===== config.mk =====
export PLATFORM = sky130hd
export DESIGN_NAME = ckrl_div
export DESIGN_NICKNAME = d
export VERILOG_FILES = /design/src/rtl/ckrl_pkg.sv /design/src/rtl/ckrl_div.sv
export SDC_FILE = /design/constraint.sdc
export NUM_CORES = 1
export LEC_CHECK = 0
export ABC_AREA = 1
export ABC_CLOCK_PERIOD_IN_PS = 4100
export BUFFER_PORTS_ARGS = -buffer_cell sky130_fd_sc_hd__buf_4
export CORE_UTILIZATION = 40
export CTS_BUF_LIST = sky130_fd_sc_hd__clkbuf_4
export DETAILED_ROUTE_END_ITERATION = 8
export GPL_ROUTABILITY_DRIVEN = 0
export HOLD_SLACK_MARGIN = 0.12
export SETUP_SLACK_MARGIN = 0.3
export SLEW_MARGIN = 25
export SYNTH_ARGS = -nofsm -noshare
export SYNTH_HDL_FRONTEND = slang
export SYNTH_SLANG_ARGS = --single-unit
export TNS_END_PERCENT = 20

===== constraint.sdc =====
create_clock -name clk -period 4.1 [get_ports clk]
set_clock_uncertainty 0.05 [all_clocks]
set_input_delay 0.205 -clock clk [delete_from_list [all_inputs] [get_ports clk]]
set_output_delay 0.205 -clock clk [all_outputs]
set_load 0.05 [all_outputs]

===== src/rtl/ckrl_pkg.sv =====
// Package for the color keyed region labeler: shared constants, types, and the
// controller-to-cell command struct. No dependencies.
`timescale 1ns / 1ps
package ckrl_pkg;

	localparam int MAX_REGIONS_DEF = 64;
	localparam int COORD_BITS_DEF  = 11;
	localparam int FRAC_BITS_DEF   = 4;

	localparam int COLOR_W  = 24;
	localparam int COUNT_W  = 23;
	localparam int SUM_W    = 34;
	localparam int CENT_W   = 16;
	localparam int OFF_W    = 11;
	localparam int LABEL_W  = 6;
	localparam int INUSE_W  = 7;
	localparam int FIELD_W  = 11;

	localparam logic [COUNT_W-1:0] COUNT_MAX = '1;
	localparam logic [COLOR_W-1:0] COLOR_WHITE = 24'hFFFFFF;
	localparam logic [COLOR_W-1:0] COLOR_BLACK = 24'h000000;

	localparam logic [0:0] CFG_OFFSET_X = 1'b0;
	localparam logic [0:0] CFG_OFFSET_Y = 1'b1;

	typedef enum logic [1:0] {
		ST_IDLE,
		ST_SCAN,
		ST_DIV,
		ST_OUT
	} ctl_state_t;

	// Command broadcast from the controller into the cell row.
	typedef struct packed {
		logic                 compare;  // match color against every cell
		logic                 update;   // accumulate into the hit cell
		logic                 alloc;    // write color into the allocated cell
		logic [COLOR_W-1:0]   color;
		logic [FIELD_W-1:0]   px;
		logic [FIELD_W-1:0]   py;
	} cell_cmd_t;

endpackage


===== src/rtl/ckrl_div.sv =====
// Restoring divider for centroids: one quotient bit per cycle, plus offset
// and saturation. Uses ckrl_pkg.
`timescale 1ns / 1ps
module ckrl_div #(
	parameter int FRAC_BITS = ckrl_pkg::FRAC_BITS_DEF
) (
	input  logic                          clk,
	input  logic                          arst_n,
	input  logic                          start,
	input  logic [ckrl_pkg::SUM_W-1:0]    sum,
	input  logic [ckrl_pkg::COUNT_W-1:0]  count,
	input  logic [ckrl_pkg::OFF_W-1:0]    offset,
	output logic                          done,
	output logic [ckrl_pkg::CENT_W-1:0]   result
);
	import ckrl_pkg::*;

	localparam int NUM_W = SUM_W + FRAC_BITS;
	localparam int CNT_W = $clog2(NUM_W + 1);
	localparam int ADD_W = NUM_W + 1;

	logic [NUM_W-1:0]   num_q;
	logic [NUM_W-1:0]   quo_q;
	logic [COUNT_W:0]   rem_q;
	logic [COUNT_W-1:0] den_q;
	logic [OFF_W-1:0]   off_q;
	logic [CNT_W-1:0]   cnt_q;
	logic               busy_q;
	logic [COUNT_W:0]   trial;
	logic [COUNT_W:0]   rem_sh;
	logic [ADD_W-1:0]   total;

	assign rem_sh = {rem_q[COUNT_W-1:0], num_q[NUM_W-1]};
	assign trial  = rem_sh - {1'b0, den_q};

	// Hold busy while quotient bits remain
	always_ff @(posedge clk or negedge arst_n) begin
		if (!arst_n) begin
			busy_q <= 1'b0;
			cnt_q  <= '0;
		end else if (start) begin
			busy_q <= 1'b1;
			cnt_q  <= CNT_W'(NUM_W);
		end else if (busy_q) begin
			cnt_q  <= cnt_q - CNT_W'(1);
			if (cnt_q == CNT_W'(1)) busy_q <= 1'b0;
		end
	end

	// Shift one quotient bit per cycle
	always_ff @(posedge clk) begin
		if (start) begin
			num_q <= NUM_W'(sum) << FRAC_BITS;
			quo_q <= '0;
			rem_q <= '0;
			den_q <= count;
			off_q <= offset;
		end else if (busy_q) begin
			num_q <= num_q << 1;
			if (!trial[COUNT_W]) begin
				rem_q <= trial;
				quo_q <= {quo_q[NUM_W-2:0], 1'b1};
			end else begin
				rem_q <= rem_sh;
				quo_q <= {quo_q[NUM_W-2:0], 1'b0};
			end
		end
	end

	assign done  = busy_q && (cnt_q == CNT_W'(1)) ? 1'b0 : !busy_q;
	assign total = ADD_W'(quo_q) + (ADD_W'(off_q) << FRAC_BITS);
	assign result = (total > ADD_W'({CENT_W{1'b1}})) ? {CENT_W{1'b1}} : total[CENT_W-1:0];
endmodule


Yosys cells after proc, flatten, opt, wreduce, memory -nomap -nowiden
Index checks and enable logic that the tools add are counted.
{ "word_totals": {"reg_bits": 136, "input_bits": 71, "output_inout_bits": 17, "wordCells": 26} }
{ "classes": {"add_sub_neg": 3, "n_lt_le_gt_ge": 1, "n_eq_ne": 1, "n_mux": 11, "reduce_logical": 3} }
{ "op_table": {"columns": ["cell", "n"], "rows": [
  ["$mux 38", 2],
  ["$add 38x15->39", 1],
  ["$gt 39x16->1 const B", 1],
  ["$sub 24x23->24", 1],
  ["$mux 23", 1],
  ["$mux 16", 1],
  ["$mux 6", 2],
  ["$eq 6x1->1 const B", 1],
  ["$sub 6x1->6 const B", 1],
  ["$mux 1", 5],
  ["$reduce_bool 2->1", 1],
  ["$logic_and 1x1->1", 1],
  ["$logic_not 1->1", 1]
]} }

Depth between registers and ports, before layout
{ "depth": {"ltp_word": 4, "depth_mapped": 18, "depth_no_buf": 17} }

Worst setup path after synthesis
OpenSTA, ideal clock, no wires.
{ "synth_timing": {"path_kind": "register to output", "start": "register quo_q[4]", "end": "output result[10] in the netlist's numbering", "arrival_time_ps": 2552, "required_time_ps": 3845, "setup_slack_ps": 1293, "stages_incl_launch_ff": 19, "path_buffers": 1, "cell_sequence": "dfxtp_1 -> ha_1 -> inv_1 -> fa_1 -> inv_1 -> nand3_1 -> nand2_2 -> nand2_2 -> nand2_2 -> nand2_2 -> nand2_4 -> nand2_2 -> nand2_1 -> nand2_1 -> nor2_2 -> nand2_2 -> nor2_8 -> buf_6 -> nand4_1"} }
{ "synth_between": {"elab_chain_cells": 3} }
{ "synth_lines": {"columns": ["element", "line", "source"], "rows": [
  ["start: declaration", "ckrl_div.sv:23", "logic [NUM_W-1:0] quo_q;"],
  ["start signal: assignment", "ckrl_div.sv:62", "quo_q <= {quo_q[NUM_W-2:0], 1'b1};"],
  ["start signal: assignment", "ckrl_div.sv:65", "quo_q <= {quo_q[NUM_W-2:0], 1'b0};"],
  ["$add 38x15->39 *", "ckrl_div.sv:71", "assign total = ADD_W'(quo_q) + (ADD_W'(off_q) << FRAC_BITS);"],
  ["$gt 39x16->1", "ckrl_div.sv:72", "assign result = (total > ADD_W'({CENT_W{1'b1}})) ? {CENT_W{1'b1}} : total[CENT_W-1:0];"],
  ["$mux 16 *", "ckrl_div.sv:72", null],
  ["end: declaration", "ckrl_div.sv:14", "output logic [ckrl_pkg::CENT_W-1:0] result"]
]} }
Mark *: on every way between the ends. The rest lies on a longest branch, timed or not.

Final worst setup path
{ "layout_timing": {"start": "register off_q[0]", "end": "output result[5] in the netlist's numbering"} }
{ "layout_between": {"elab_chain_cells": 3} }
{ "layout_lines": {"columns": ["element", "line", "source"], "rows": [
  ["start: declaration", "ckrl_div.sv:26", "logic [OFF_W-1:0] off_q;"],
  ["start signal: assignment", "ckrl_div.sv:57", "off_q <= offset;"],
  ["$add 38x15->39 *", "ckrl_div.sv:71", null],
  ["$gt 39x16->1", "ckrl_div.sv:72", null],
  ["$mux 16 *", "ckrl_div.sv:72", null]
]} }
Marks and branches as above.

==> metrics.md <==
| Metric | Value |
|---|---|
| Reg-to-reg critical path startpoint | `den_q[8]` |
| Number of synthesis warnings | `0` |
| DRT iter0 DRCs | `around 560` |
| Critical-path cell list | `ha_2 -> inv_1 -> fa_1 -> inv_2 -> nand3_1 -> nand2_2 -> nand2_1 -> nand2_2 -> nand2_2 -> nand2_2 -> nand2_1 -> nand2_1 -> nand2_1 -> nor2_1 -> nand2_2 -> nor2_4 -> nand4_1 -> buf_6` |
| H-tree levels | `4` |
| IO Pins | `88` |
| DR vias | `7493` |
| Row cnt | `52` |
| Avg Synthesized Cell Area | `approximately 7.4 sq um` |
| Fin cells | `1549` |
| Peak supply drop | `slightly above 200 uV` |
| Starting Density | `0.407` |
| Comb pwr share | `0.364` |
| Synth Net Count | `about 1200` |
| Placed Cells | `between 1000 and 1500` |
| Reg clk slew, reported paths | `150 ps` |
| Fin nets | `1373` |
| Fin Setup TNS | `0 ps` |
| RSZ-0062 raised after global routing | `false` |
| Kind of critical path | `flop to output pin` |
| Die height | `~150 microns` |
| Antenna violations before repair | `1` |
| Worst Path Arrival | `about 3300 ps` |
| Die Wd | `approximately 150 microns` |
| Dpl hpwl | `approximately 15000 microns` |
| Power Internal | `roughly 2.5 mW` |
| R2R setup slack | `approximately 1500 ps` |
| Number of flops mapped to enable cells by yosys | `68` |
| Largest net degree at the start of global routing | `73` |
| Clk pwr share | `0.223` |
| R2R cell count | `13` |
| Post-route cell area | `around 10000 sq um` |
| Slew HR | `0.379` |
| Minimum clock period | `3600 ps` |
| Crit share post-route | `0.877` |
| Synth cell types | `47` |
| Cell Area, Synth | `8210 sq um` |
| Leak | `roughly 4.8 nW` |
| Most frequent cells in the layout | `nand2_1, inv_1, buf_4, dlygate4sd3_1, edfxtp_1` |
| First-pass GRT wire length | `35000 microns` |
| Achievable Freq | `~280 MHz` |
| Hold Path Origin | `count[12]` |
| Crit Path Max Fanout | `8` |
| CORE AREA | `just over 20000 sq um` |
| Layout cells sized above 1 | `0.140` |
| Status | `complete, no violations` |
| Clock root buffer | `clkbuf_4` |
| Worst path depth | `18` |
| Critical path's slowest cell | `fa_1` |
| Yosys reg bits | `approximately 140` |
| Fillers | `between 2000 and 2500` |
| Vias in the first global route | `slightly above 7000` |
| Hold Fails Final Rpt | `0` |
| Final max-slew violation count | `0` |
| Worst hold endpoint | `den_q[12]` |
| CTS sink cnt | `around 140` |
| Worst-Skew Late Latency | `570 ps` |
| ANT nets after route | `0` |
| Final setup fails | `0` |
| Pre-Repair DR Iteration Count | `5` |
| Area Growth Syn to Fin | `23.3%` |
| Final wirelength | `~22000 microns` |
| HP Class | `input port to flop` |
| Total Routing Usage GR | `0.208` |
| Ys async rst share | `0.0515` |
| Max cap viols | `0` |
| WP buf/inv | `3` |
| Via/cell ratio | `4.84` |
| Post-synthesis instance total | `between 1000 and 1500` |
| CP required | `roughly 3900 ps` |
| Critical Path Sink Type | `output pin` |
| Critical path's top delay family | `simple AND/OR/NAND/NOR gates` |
| Port bufs | `87` |
| Synth Flop Type | `edfxtp_1` |
| Crit path top cell by count | `nand2_2` |
| Sw Ratio | `0.391` |
| PwrDens | `between 400 and 500 nW/um^2` |
| WL per Instance | `13.9 microns` |
| Die ar. | `about 21000 sq um` |
| CP peak stage delay | `420 ps` |
| Reg-to-Reg End | `rem_q[6]` |
| Max Buffers Root-to-Sink | `2` |
| Slew @ Worst Pin | `roughly 930 ps` |
| DR DRC count | `0` |
| Placed inst area | `roughly 9000 sq um` |
| CTS tree | `yes` |
| Layout Utilization | `0.502` |
| Leading cell type in the layout, fill and taps excluded | `nand2_1` |
| Seq pwr share | `0.413` |
| GRT overflow | `0` |
| CTS buffer count | `17` |
| Hold Crit Depth | `2` |
| CP Launch Type | `flop` |
| Register area share after synthesis | `0.419` |
| Switch Pwr | `1.61 mW` |
==> worst max-delay path by stage <==
stage,start,endpoint,slack [ps]
6_report,off_q[0],result[5],500
5_1_grt,off_q[0],result[5],260
4_1_cts,off_q[0],result[15],460
3_5_place_dp,off_q[0],result[15],1170
3_3_place_gp,quo_q[4],result[0],1230
2_1_floorplan,quo_q[4],result[10],1290
==> final cells by class <==
type | instances | area [sq um] | area share
Antenna cell | 2 | 5.00 | 0.000494
Clock inverter | 15 | 160 | 0.0158
Tap cell | 270 | 338 | 0.0334
Clock buffer | 17 | 128 | 0.0126
Timing Repair Buffer | 164 | 1420 | 0.140
Multi-Input combinational cell | 798 | 4080 | 0.403
Sequential cell | 136 | 3440 | 0.340
Inverter | 147 | 554 | 0.0548
==> state kept, by name, summed over array words and instances (netlist names) <==
name / cells
busy_q: 1
cnt_q: 6
den_q: 23
num_q: 34
off_q: 11
quo_q: 38
rem_q: 23
==> power by group through the flow <==
| stage | clock network [mW] | registers (mW) | logic, mW |
|---|---|---|---|
| after floorplan | 0 | 1.70 | 1.15 |
| after global placement | 0 | 1.72 | 1.43 |
| after detailed placement | 0 | 1.73 | 1.44 |
| after CTS | 0.951 | 1.70 | 1.50 |
| after global routing | 1.01 | 1.72 | 1.72 |
| final | 0.914 | 1.70 | 1.49 |
==> stage by stage <==
| step | power, mW | setup slack, ps | hold WS, ps |
|---|---|---|---|
| 3_3_place_gp | 3.15 | 1230 | -27.3 |
| 4_1_cts | 4.15 | 461 | 252 |
| 6_report | 4.10 | 505 | 308 |
| 2_1_floorplan | 2.85 | 1290 | -141 |
| 3_5_place_dp | 3.16 | 1170 | -25.1 |
| 5_1_grt | 4.45 | 261 | 251 |
==> metal layers <==
layer	up-vias	global-route usage	routed length, microns
li1	3899	-	-
met1	3387	0.280	10200
met2	184	0.343	10100
met3	23	0.0292	912
met4	0	0.0653	322
met5	-	0	0
==> kinds of logic (layout without fill, tap and decap cells) <==
kind of cell / count (synthesis) / after routing / share of synthesized area
AOI/OAI and AO/OA: 103 / 103 / 0.0736
xor gates and xnor gates: 27 / 27 / 0.0288
adders and majority gates: 38 / 38 / 0.0597
buffers and inverters: 174 / 343 / 0.0868
DFF: 136 / 136 / 0.419
other: 0 / 2 / 0
and+or+nand+nor: 629 / 630 / 0.332
==> Yosys cell counts, drive strengths merged, types with 2 or more instances <==
cell type,instances,area (sq um)
nand2,450,1740
dfxtp,61,1220
clkbuf,18,67.6
fa,2,40.0
inv,143,537
nand3b,7,65.1
xnor2,14,123
edfxtp,68,2040
nor2,65,310
clkinv,4,15.0
and3,2,13.8
buf,9,93.8
nor3,11,65.1
nand4,28,175
nor4,2,12.5
dfrtp,7,175
o22ai,38,238
nand3,60,315
o21ai,20,104
nor3b,2,20.0
ha,36,450
xor2,13,114
and2,2,12.5
o21bai,5,37.5
a21oi,33,173
==> timing repair <==
action / CTS / global route
gates resized for setup: 0 / 7
hold buffers: 71 / 0
setup endpoints to repair: 0 / 16
buffers inserted: 0 / 1
hold endpoints to repair: 96 / 0
Power figures use the tool's default switching activity.
