**src/rtl/ckrl_pkg.sv**
```systemverilog
// Package for the color keyed region labeler: shared constants, types, and the
// controller-to-cell command struct. No dependencies.
`timescale 1ns / 1ps
package ckrl_pkg;

	localparam int MAX_REGIONS_DEF = 64;
	localparam int COORD_BITS_DEF  = 11;
	localparam int FRAC_BITS_DEF   = 4;

	localparam int COLOR_W  = 24;
	localparam int COUNT_W  = 23;
	localparam int SUM_W    = 34;
	localparam int CENT_W   = 16;
	localparam int OFF_W    = 11;
	localparam int LABEL_W  = 6;
	localparam int INUSE_W  = 7;
	localparam int FIELD_W  = 11;

	localparam logic [COUNT_W-1:0] COUNT_MAX = '1;
	localparam logic [COLOR_W-1:0] COLOR_WHITE = 24'hFFFFFF;
	localparam logic [COLOR_W-1:0] COLOR_BLACK = 24'h000000;

	localparam logic [0:0] CFG_OFFSET_X = 1'b0;
	localparam logic [0:0] CFG_OFFSET_Y = 1'b1;

	typedef enum logic [1:0] {
		ST_IDLE,
		ST_SCAN,
		ST_DIV,
		ST_OUT
	} ctl_state_t;

	// Command broadcast from the controller into the cell row.
	typedef struct packed {
		logic                 compare;  // match color against every cell
		logic                 update;   // accumulate into the hit cell
		logic                 alloc;    // write color into the allocated cell
		logic [COLOR_W-1:0]   color;
		logic [FIELD_W-1:0]   px;
		logic [FIELD_W-1:0]   py;
	} cell_cmd_t;

endpackage

```
**src/rtl/ckrl_cell.sv**
```systemverilog
// One region cell: holds a color key, pixel count and coordinate sums, and
// passes the hit-chain and readout shift data to its neighbor. Uses ckrl_pkg.
`timescale 1ns / 1ps
module ckrl_cell #(
	parameter int IDX_W = 6
) (
	input  logic                         clk,
	input  ckrl_pkg::cell_cmd_t          cmd,
	input  logic                         alloc_sel,
	input  logic                         valid_in,
	input  logic                         hit_in,
	input  logic [IDX_W-1:0]             hit_idx_in,
	input  logic [IDX_W-1:0]             my_idx,
	output logic                         hit_out,
	output logic [IDX_W-1:0]             hit_idx_out,
	input  logic                         shift,
	input  logic [ckrl_pkg::COUNT_W+2*ckrl_pkg::SUM_W-1:0] rd_in,
	output logic [ckrl_pkg::COUNT_W+2*ckrl_pkg::SUM_W-1:0] rd_out
);
	import ckrl_pkg::*;

	logic [COLOR_W-1:0] color_q;
	logic [COUNT_W-1:0] count_q;
	logic [SUM_W-1:0]   sumx_q;
	logic [SUM_W-1:0]   sumy_q;
	logic               match;
	logic               do_acc;

	// First matching cell wins: chain the hit from lower indexes upward
	assign match       = valid_in && (color_q == cmd.color);
	assign hit_out     = hit_in || match;
	assign hit_idx_out = hit_in ? hit_idx_in : my_idx;
	assign do_acc      = cmd.update && match && !hit_in && (count_q != COUNT_MAX);
	assign rd_out      = {count_q, sumx_q, sumy_q};

	// Allocate, accumulate or rotate the readout ring
	always_ff @(posedge clk) begin
		if (cmd.alloc && alloc_sel) begin
			color_q <= cmd.color;
			count_q <= COUNT_W'(1);
			sumx_q  <= SUM_W'(cmd.px);
			sumy_q  <= SUM_W'(cmd.py);
		end else if (do_acc) begin
			count_q <= count_q + COUNT_W'(1);
			sumx_q  <= sumx_q + SUM_W'(cmd.px);
			sumy_q  <= sumy_q + SUM_W'(cmd.py);
		end else if (shift) begin
			{count_q, sumx_q, sumy_q} <= rd_in;
		end
	end
endmodule

```
**config.mk**
```make
export PLATFORM = sky130hd
export DESIGN_NAME = ckrl_cell
export DESIGN_NICKNAME = d
export VERILOG_FILES = /design/src/rtl/ckrl_pkg.sv /design/src/rtl/ckrl_cell.sv
export SDC_FILE = /design/constraint.sdc
export NUM_CORES = 1
export LEC_CHECK = 0
export ABC_AREA = 1
export BUFFER_PORTS_ARGS = -buffer_cell sky130_fd_sc_hd__buf_2
export CAP_MARGIN = 20
export CORE_MARGIN = 2
export CORE_UTILIZATION = 40
export CTS_CLUSTER_SIZE = 28
export DETAILED_ROUTE_END_ITERATION = 10
export PLACE_DENSITY = 0.63
export SYNTH_ARGS = -nofsm -noshare
export SYNTH_HDL_FRONTEND = slang
export SYNTH_SLANG_ARGS = --single-unit
```
**constraint.sdc**
```tcl
create_clock -name clk -period 3 [get_ports clk]
set_input_delay 0.6 -clock clk [delete_from_list [all_inputs] [get_ports clk]]
set_output_delay 0.6 -clock clk [all_outputs]
set_load 0.005 [all_outputs]
```
Word-level counts from Yosys, hierarchy flattened:

Cells that the tools add are included.

* register bits after elaboration: 115
* bits of input ports: 157
* output and inout port bits: 98
* logic and storage cells: 29

* add/sub/neg operators: 3
* equal/unequal tests: 2
* mux-type cells: 9
* reduce and logical (&&, ||, !) cells: 9

Operators with widths (count)
* 2-to-1 mux 34 bit: 4
* adder 34 x 11 -> 34 bit: 2
* 2-to-1 mux 23 bit: 2
* == test 24 bit: 1
* adder 23 x 1 -> 23 bit (second input constant): 1
* != test 23 bit (second input constant): 1
* 2-to-1 mux 11 bit: 2
* 2-to-1 mux 6 bit: 1
* logical AND 1 bit: 5
* nonzero test 3 bit: 1
* nonzero test 2 bit: 1
* logical NOT 1 bit: 1
* logical OR 1 bit: 1

Logic depth before layout (Yosys ltp):

Gate-level depths: netlist of run 1.

* depth after elaboration: 7
* mapped depth: 17
* mapped depth without buffers: 17

Least setup slack after synthesis of run 1:

OpenSTA, ideal clock, no wires.

* path type: input to register
* start: in cmd[11] in the netlist's numbering
* end: reg sumx_q[26]
* setup time: 114 ps
* arrival: 2196 ps
* slack: 691 ps
* stages: 15
* cell sequence: ha_1 -> inv_1 -> fa_1 -> inv_1 -> nand2_1 -> nand2_1 -> nand2_1 -> o21bai_1 -> nand2_1 -> nand2_1 -> nand4_1 -> nand2_1 -> nand2_1 -> nand3_1 -> nand2_1

* cells in the longest elaborated chain, start to end: 2

RTL lines
* start: declaration: line ckrl_cell.sv:8 `input ckrl_pkg::cell_cmd_t cmd,`
* adder 34 x 11 -> 34 bit: line ckrl_cell.sv:45 `sumx_q <= sumx_q + SUM_W'(cmd.px);`
* 2-to-1 mux 34 bit: line ckrl_cell.sv:43 `end else if (do_acc) begin`
* end signal: assignment: line ckrl_cell.sv:41 `sumx_q <= SUM_W'(cmd.px);`
* end signal: assignment: line ckrl_cell.sv:45
* end signal: assignment: line ckrl_cell.sv:48 `{count_q, sumx_q, sumy_q} <= rd_in;`
* end: declaration: line ckrl_cell.sv:24 `logic [SUM_W-1:0] sumx_q;`

No other way between the ends.
A chain may end at the register's enable or synchronous reset.

Worst setup path after layout of run 1:

* start: reg count_q[4]
* end: reg sumy_q[0] (data pin)

* cells in the longest elaborated chain, start to end: 4

RTL lines
* start: declaration: line ckrl_cell.sv:23 `logic [COUNT_W-1:0] count_q;`
* start signal: assignment: line ckrl_cell.sv:44 `count_q <= count_q + COUNT_W'(1);`
* start signal: assignment: line ckrl_cell.sv:48
* != test 23 bit: line ckrl_cell.sv:33 `assign do_acc = cmd.update && match && !hit_in && (count_q != COUNT_MAX);`
* logical AND 1 bit: line ckrl_cell.sv:33
* 2-to-1 mux 34 bit: line ckrl_cell.sv:43
* 2-to-1 mux 11 bit: line ckrl_cell.sv:38 `if (cmd.alloc && alloc_sel) begin`
* end signal: assignment: line ckrl_cell.sv:42 `sumy_q <= SUM_W'(cmd.py);`
* end signal: assignment: line ckrl_cell.sv:46 `sumy_q <= sumy_q + SUM_W'(cmd.py);`
* end signal: assignment: line ckrl_cell.sv:48
* end: declaration: line ckrl_cell.sv:25 `logic [SUM_W-1:0] sumy_q;`

No other way between the ends.

==> results.md, run 1 <==
- ANT nets after route: 0
- Overflow after GRT: 0
- Postcts setup bufs: 0
- CP Launch Type: flip-flop
- Worst setup margin: 586 ps
- First-pass GRT wire length: 47600 um
- Compound-gate portion of the synthesized area: 3.95%
- Area growth, synth to finish: 23.5%
- Max_slew headroom: 54.0%
- Largest family of logic cells by synthesized area: simple AND/OR/NAND/NOR gates
- I/O Buffers: 253
- Simple-gate share of the synthesized area: 45.6%
- Reg2Reg Setup Slack: 590 ps
- Yosys reg bits: 115
- Count of hold-fix buffers inserted at cts: 0
- Inserted Clock Buffers: 17
- Clk_lat worst skew: approximately 420 ps
- Final Routed Wirelength: 29900 um
- Row cnt: 55
- Synthesis warning total: 0
- Initial DRC Count: 655
- Dpl ws: 353 ps
- Final net count: ~2000
- Syn Inst Count: 1586
- Worst min path class: in -> reg
- VDD IR max: 249 uV
- CTS Buffer Depth: 2
- Slew @ Worst Pin: 689 ps
- F_max: 414 MHz
- Chip width: 157 um
- Most common cell after layout, fill and taps aside: nand2_1
- Largest net degree at the start of global routing: 65
- P per Cell Area: 449 mW/mm2
- Post-cts resize count: 0
- CP Capture Type: flip-flop
- Fraction of power spent switching nets: 31.3%
- Worst path required time: between 3000 and 4000 ps
- H-tree depth: 4
- Post-layout min period: 2410 ps
- Placer Congestion: 0.940
- Final Hold Vio Count: 0
- # DRC: 0
- Initial Util: 40.9%
- Combinational Power Share: 22.7%
- Dpl hpwl: roughly 23000 um
- Clock sink total: between 100 and 150
- Core area: 0.0228 mm2
- Die Span Y: 157 um
- Psw: 1610 uW
- Top Ports: 255
- Final instance area: roughly 0.011 mm2
- Share of cells above drive strength 1: between 10% and 20%
- P_int: 3540 uW
- Post-synthesis mux area share: 0.108%
- Avg Cell Area, Syn: 5.87 um2
- Cell Area, Placed: roughly 0.011 mm2
- Drt pass-1 iters: 5
- Routed vias: slightly above 10000
- Post-synthesis sequential area ratio: 29.7%
- Fin cells: 2155
- Number of global-route vias before repair: 9506
- Max-cap violations: 0
- Total track usage: 24.5%
- Total die area: 0.0245 mm2
- Period utilization: 80.5%
- Setup CP Type: reg -> reg
- CTS root buf: clkbuf_16
- Post-Synth Adder-Cell Area: 3.52%
- Cell variety after synth: 30
- Mapped Area: 0.00931 mm2
- DP Cell Count: 2120
- Setup Viol. Count Final: 0
- Average vias per placed instance: between 4 and 5
- Syn Nets: 1768
- Total power: 5160 uW
- Clock power frac: 39.5%
- Sequential fraction of design power: about 38%
- Initial antenna violation count: 5
- Post-Synth XOR/XNOR Area: 4.99%
- Worst-path clk slew: 60 ps
- Most frequent cells in the layout: 698 x nand2_1, 253 x buf_2, 237 x inv_1, 160 x nand3_1, 98 x nor2_1
- CP arrival: roughly 2600 ps
- RSZ-0062 raised after global routing: no
- P_leak: ~0.0063 uW
- Clock Skews: about 17 ps
- Slew Limit Fails: 0
- CTS tree: built
- DR WL/cell: 13.9 um
- Largest fanout on the critical path: 44
- Run status: complete, no violations
- Setup TNS: 0 ps
critical path: stages, from the launching register on:
cell and delay, ps:
dfxtp_1 470, nand2_1 120, nor2_1 130, nand2_2 100, nor2_4 130, nand4_1 170, nand2_1 100, inv_1 70
nand3_4 110, buf_4 430, nand2_1 110, nand3_1 100, nand2_1 60
through the flow:
step | hold slack (ps) | utilization, %
3_5_place_dp | 477 | 47.9
2_1_floorplan | 467 | -
3_3_place_gp | 470 | 47.9
4_1_cts | 365 | 50.4
5_1_grt | 374 | 50.5
6_report | 387 | 50.5
synthesized netlist by cell type:
| cell | number | area (um2) |
|---|---|---|
| nand2_1 | 699 | 2620 |
| inv_1 | 238 | 893 |
| nand3_1 | 160 | 801 |
| nor2_1 | 98 | 368 |
| dfxtp_1 | 69 | 1380 |
| o21ai_0 | 54 | 270 |
| edfxtp_1 | 46 | 1380 |
| xnor2_1 | 31 | 272 |
| nor3_1 | 30 | 150 |
| clkbuf_1 | 28 | 105 |
| ha_1 | 23 | 288 |
| nand4_1 | 22 | 138 |
| xor2_1 | 22 | 193 |
| a21oi_1 | 18 | 90.1 |
| buf_2 | 14 | 70.1 |
| nand3b_1 | 10 | 75.1 |
| buf_6 | 4 | 45.0 |
| or2_2 | 4 | 25.0 |
| fa_1 | 2 | 40.0 |
| inv_2 | 2 | 7.51 |
| nand3_2 | 2 | 20.0 |
| nor3b_1 | 2 | 15.0 |
| buf_4 | 1 | 7.51 |
| clkinv_1 | 1 | 3.75 |
| mux2i_1 | 1 | 10.0 |
| nand2_2 | 1 | 6.26 |
| nand2b_1 | 1 | 6.26 |
| nor2_4 | 1 | 11.3 |
| nor4_1 | 1 | 6.26 |
| o21bai_1 | 1 | 7.51 |
power by group through the flow:
stage / clock network [uW] / registers (uW) / logic, uW
final: 2030 / 1950 / 1170
after CTS: 2070 / 1950 / 1180
after global placement: 0 / 1980 / 1160
after global routing: 2140 / 1980 / 1340
after detailed placement: 0 / 1980 / 1170
after floorplan: 0 / 1950 / 725
flip-flops by register name, summed over array words and instances (netlist names):
name and flops:
sumy_q 34, count_q 23, sumx_q 34, color_q 24
per-layer routing:
metal	routed length, um	up-vias	part of all wire [%]	global-route usage [%]
met5	27	-	0.090	0
met4	480	4	1.6	7.16
met3	2150	35	7.2	5.46
met2	13400	328	45	40.1
met1	13900	4571	46	32.2
li1	-	5394	-	-
cells by family (layout without fill, tap and decap cells):
family / Yosys count / count (layout)
flip-flops: 115 / 115
multiplexers: 1 / 1
adder cells (fa/ha/maj): 25 / 25
buffers and inverters: 288 / 541
AND/OR/NAND/NOR: 1031 / 1031
AO/OA/AOI/OAI: 73 / 73
other: 0 / 3
XOR/XNOR: 53 / 53
path summary, 6_finish.rpt:
| path | from | end | cells past startpoint |
|---|---|---|---|
| setup / recovery | count_q[4]$_SDFFE_PP0P_ | sumy_q[0]$_DFFE_PP_ | 12 |
| hold / removal | cmd[22] | color_q[0]$_DFFE_PP_ | 1 |
| hold reg to reg | sumy_q[16]$_SDFFE_PP0P_ | sumy_q[16]$_SDFFE_PP0P_ | 2 |
| setup reg to reg | count_q[4]$_SDFFE_PP0P_ | sumy_q[0]$_DFFE_PP_ | 12 |
area by class of cell:
cell class,count,area (um2)
antenna,3,7.51
clock buffer,24,514
clock inverter,8,70.1
fill,2494,11300
inverter,241,905
multi-input combinational,1183,5430
sequential,115,2760
tap,313,392
timing repair buffer,268,1420
Note: power is estimated with default switching activity, not from simulation.
==> run 2: changes to the inputs <==
- PLACE_DENSITY: 0.63 -> 0.65
- clock period: 3 -> 2.2 ns (I/O delays scaled with it)
==> results.md, run 2 (synthesis gave the netlist of run 1 again) <==
- Row cnt: 55
- Most frequent cells in the layout: 684 x nand2_1, 253 x buf_2, 235 x inv_1, 158 x nand3_1, 92 x nor2_1
- ANT nets after route: 0
- H-tree depth: 4
- Total track usage: 24.7%
- Final Routed Wirelength: 30800 um
- Clock sink total: between 100 and 150
- Routed vias: approximately 11000
- Largest fanout on the critical path: 2
- Inserted Clock Buffers: 17
- CP arrival: 2300 ps
- CP Capture Type: flip-flop
- Setup Viol. Count Final: 0
- Dpl hpwl: 23400 um
- Number of global-route vias before repair: 9839
- Slew Limit Fails: 0
- Die Span Y: 157 um
- Final Hold Vio Count: 0
- Max_slew headroom: 57.3%
- Period utilization: 96.3%
- I/O Buffers: approximately 250
- Final net count: about 2100
- Placer Congestion: 0.920
- Setup CP Type: reg -> reg
- CTS root buf: clkbuf_16
- Run status: complete, no violations
- Total power: slightly above 7000 uW
- Worst min path class: in -> reg
- Chip width: approximately 160 um
- CP Launch Type: flip-flop
- Initial antenna violation count: 6
- VDD IR max: a little under 400 uV
- RSZ-0062 raised after global routing: yes
- DR WL/cell: 13.8 um
- First-pass GRT wire length: 48300 um
- Final Core Density: 54.4%
- Worst path required time: about 2400 ps
- Top Ports: roughly 260
- Sequential fraction of design power: 35.8%
- Initial DRC Count: 629
- # DRC: 0
- Psw: around 2300 uW
- Max-cap violations: 0
- Largest net degree at the start of global routing: 48
- Fraction of power spent switching nets: between 30% and 40%
- Worst-path clk slew: 60 ps
- CTS Buffer Depth: 2
- Leading registers by flop count: sumx_q: 34 flops, sumy_q: 34 flops, color_q: 24 flops
- Most common cell after layout, fill and taps aside: nand2_1
- Clock Skews: 15.4 ps
- Core area: 0.0228 mm2
- Post-layout min period: 2120 ps
- Drt pass-1 iters: 5
- Final instance area: 0.0124 mm2
- Average vias per placed instance: 4.76
- Fin cells: 2236
- Slew @ Worst Pin: roughly 640 ps
- Overflow after GRT: 0
- Combinational Power Share: between 20% and 30%
- Clk_lat worst skew: 420 ps
- Initial Util: 40.9%
- F_max: 472 MHz
- Share of cells above drive strength 1: 22.1%
- P_leak: 0.00677 uW
- Total die area: 0.0245 mm2
- Clock power frac: 37.7%
- DP Cell Count: 2191
- P per Cell Area: roughly 600 mW/mm2
- Area growth, synth to finish: 33.2%
- P_int: 4940 uW
- Cell Area, Placed: ~0.012 mm2
- CTS tree: built
==> run 2: cell types whose count changed in the layout (fill, tap and decap cells not counted), moves of 3 or more <==
cell and change:
inv_4 +3, nor2_2 +5, nand2_1 -14, nand2_4 +5, ha_4 +4, ha_1 -6
buf_4 +68, nor2_1 -6, buf_12 +9, nand2_2 +9
==> run 2: power groups by stage <==
stage / Clock (uW) / Sequential [uW] / Combinational [uW]
2_1_floorplan: 0 / 2660 / 988
3_3_place_gp: 0 / 2630 / 1810
5_1_grt: 2880 / 2630 / 2170
3_5_place_dp: 0 / 2640 / 1840
4_1_cts: 2800 / 2590 / 1860
6_report: 2740 / 2600 / 1930
==> run 2: critical path, cell delays in order (launching register included) <==
cell	delay [ps]
edfxtp_1	410
ha_1	300
or2_2	330
nand2_2	120
o21bai_4	80
buf_4	140
a21oi_1	150
xor2_1	150
nand2_1	70
nand3_1	70
nand2_1	50
==> run 2: metrics by stage <==
| stage | setup TNS [ps] | setup slack (ps) | hold WS, ps |
|---|---|---|---|
| 2_1_floorplan | 0 | 50.5 | 467 |
| 3_3_place_gp | -1680 | -162 | 476 |
| 3_5_place_dp | -2970 | -205 | 480 |
| 4_1_cts | 0 | 13.7 | 202 |
| 5_1_grt | -141 | -60.4 | 202 |
| 6_report | 0 | 80.6 | 220 |
==> run 2: final timing paths <==
kind / startpoint / slack [ps] / endpoint / cells after the start
worst max-delay path: sumx_q[3]$_DFFE_PP_ / 80 / sumx_q[10]$_DFFE_PP_ / 10
worst min-delay path: cmd[35] / 220 / color_q[13]$_DFFE_PP_ / 1
worst max register to register: sumx_q[3]$_DFFE_PP_ / 80 / sumx_q[10]$_DFFE_PP_ / 10
worst min register to register: sumy_q[33]$_SDFFE_PP0P_ / 500 / sumy_q[33]$_SDFFE_PP0P_ / 2
==> run 2: area by class of cell <==
cell class	count	area (um2)
fill	2343	10400
multi-input combinational	1183	5600
sequential	115	2760
timing repair buffer	348	2160
inverter	241	907
clock buffer	20	468
tap	313	392
clock inverter	12	101
antenna	4	10.0
==> run 2: layer usage <==
metal	vias up	share of wire (%)	global-route usage, %
li1	5554	-	-
met1	4722	46	32.4
met2	334	45	41.0
met3	33	6.6	5.37
met4	6	1.6	6.86
met5	-	0.13	0
==> run 2: timing repair <==
| item | in CTS | in global routing |
|---|---|---|
| setup endpoints to repair | 5 | 89 |
| pin swaps | 2 | 11 |
| hold buffers | 0 | 0 |
| cloned | 0 | 1 |
| hold endpoints to repair | 0 | 0 |
| buffers inserted | 2 | 6 |
| resized for setup | 3 | 43 |
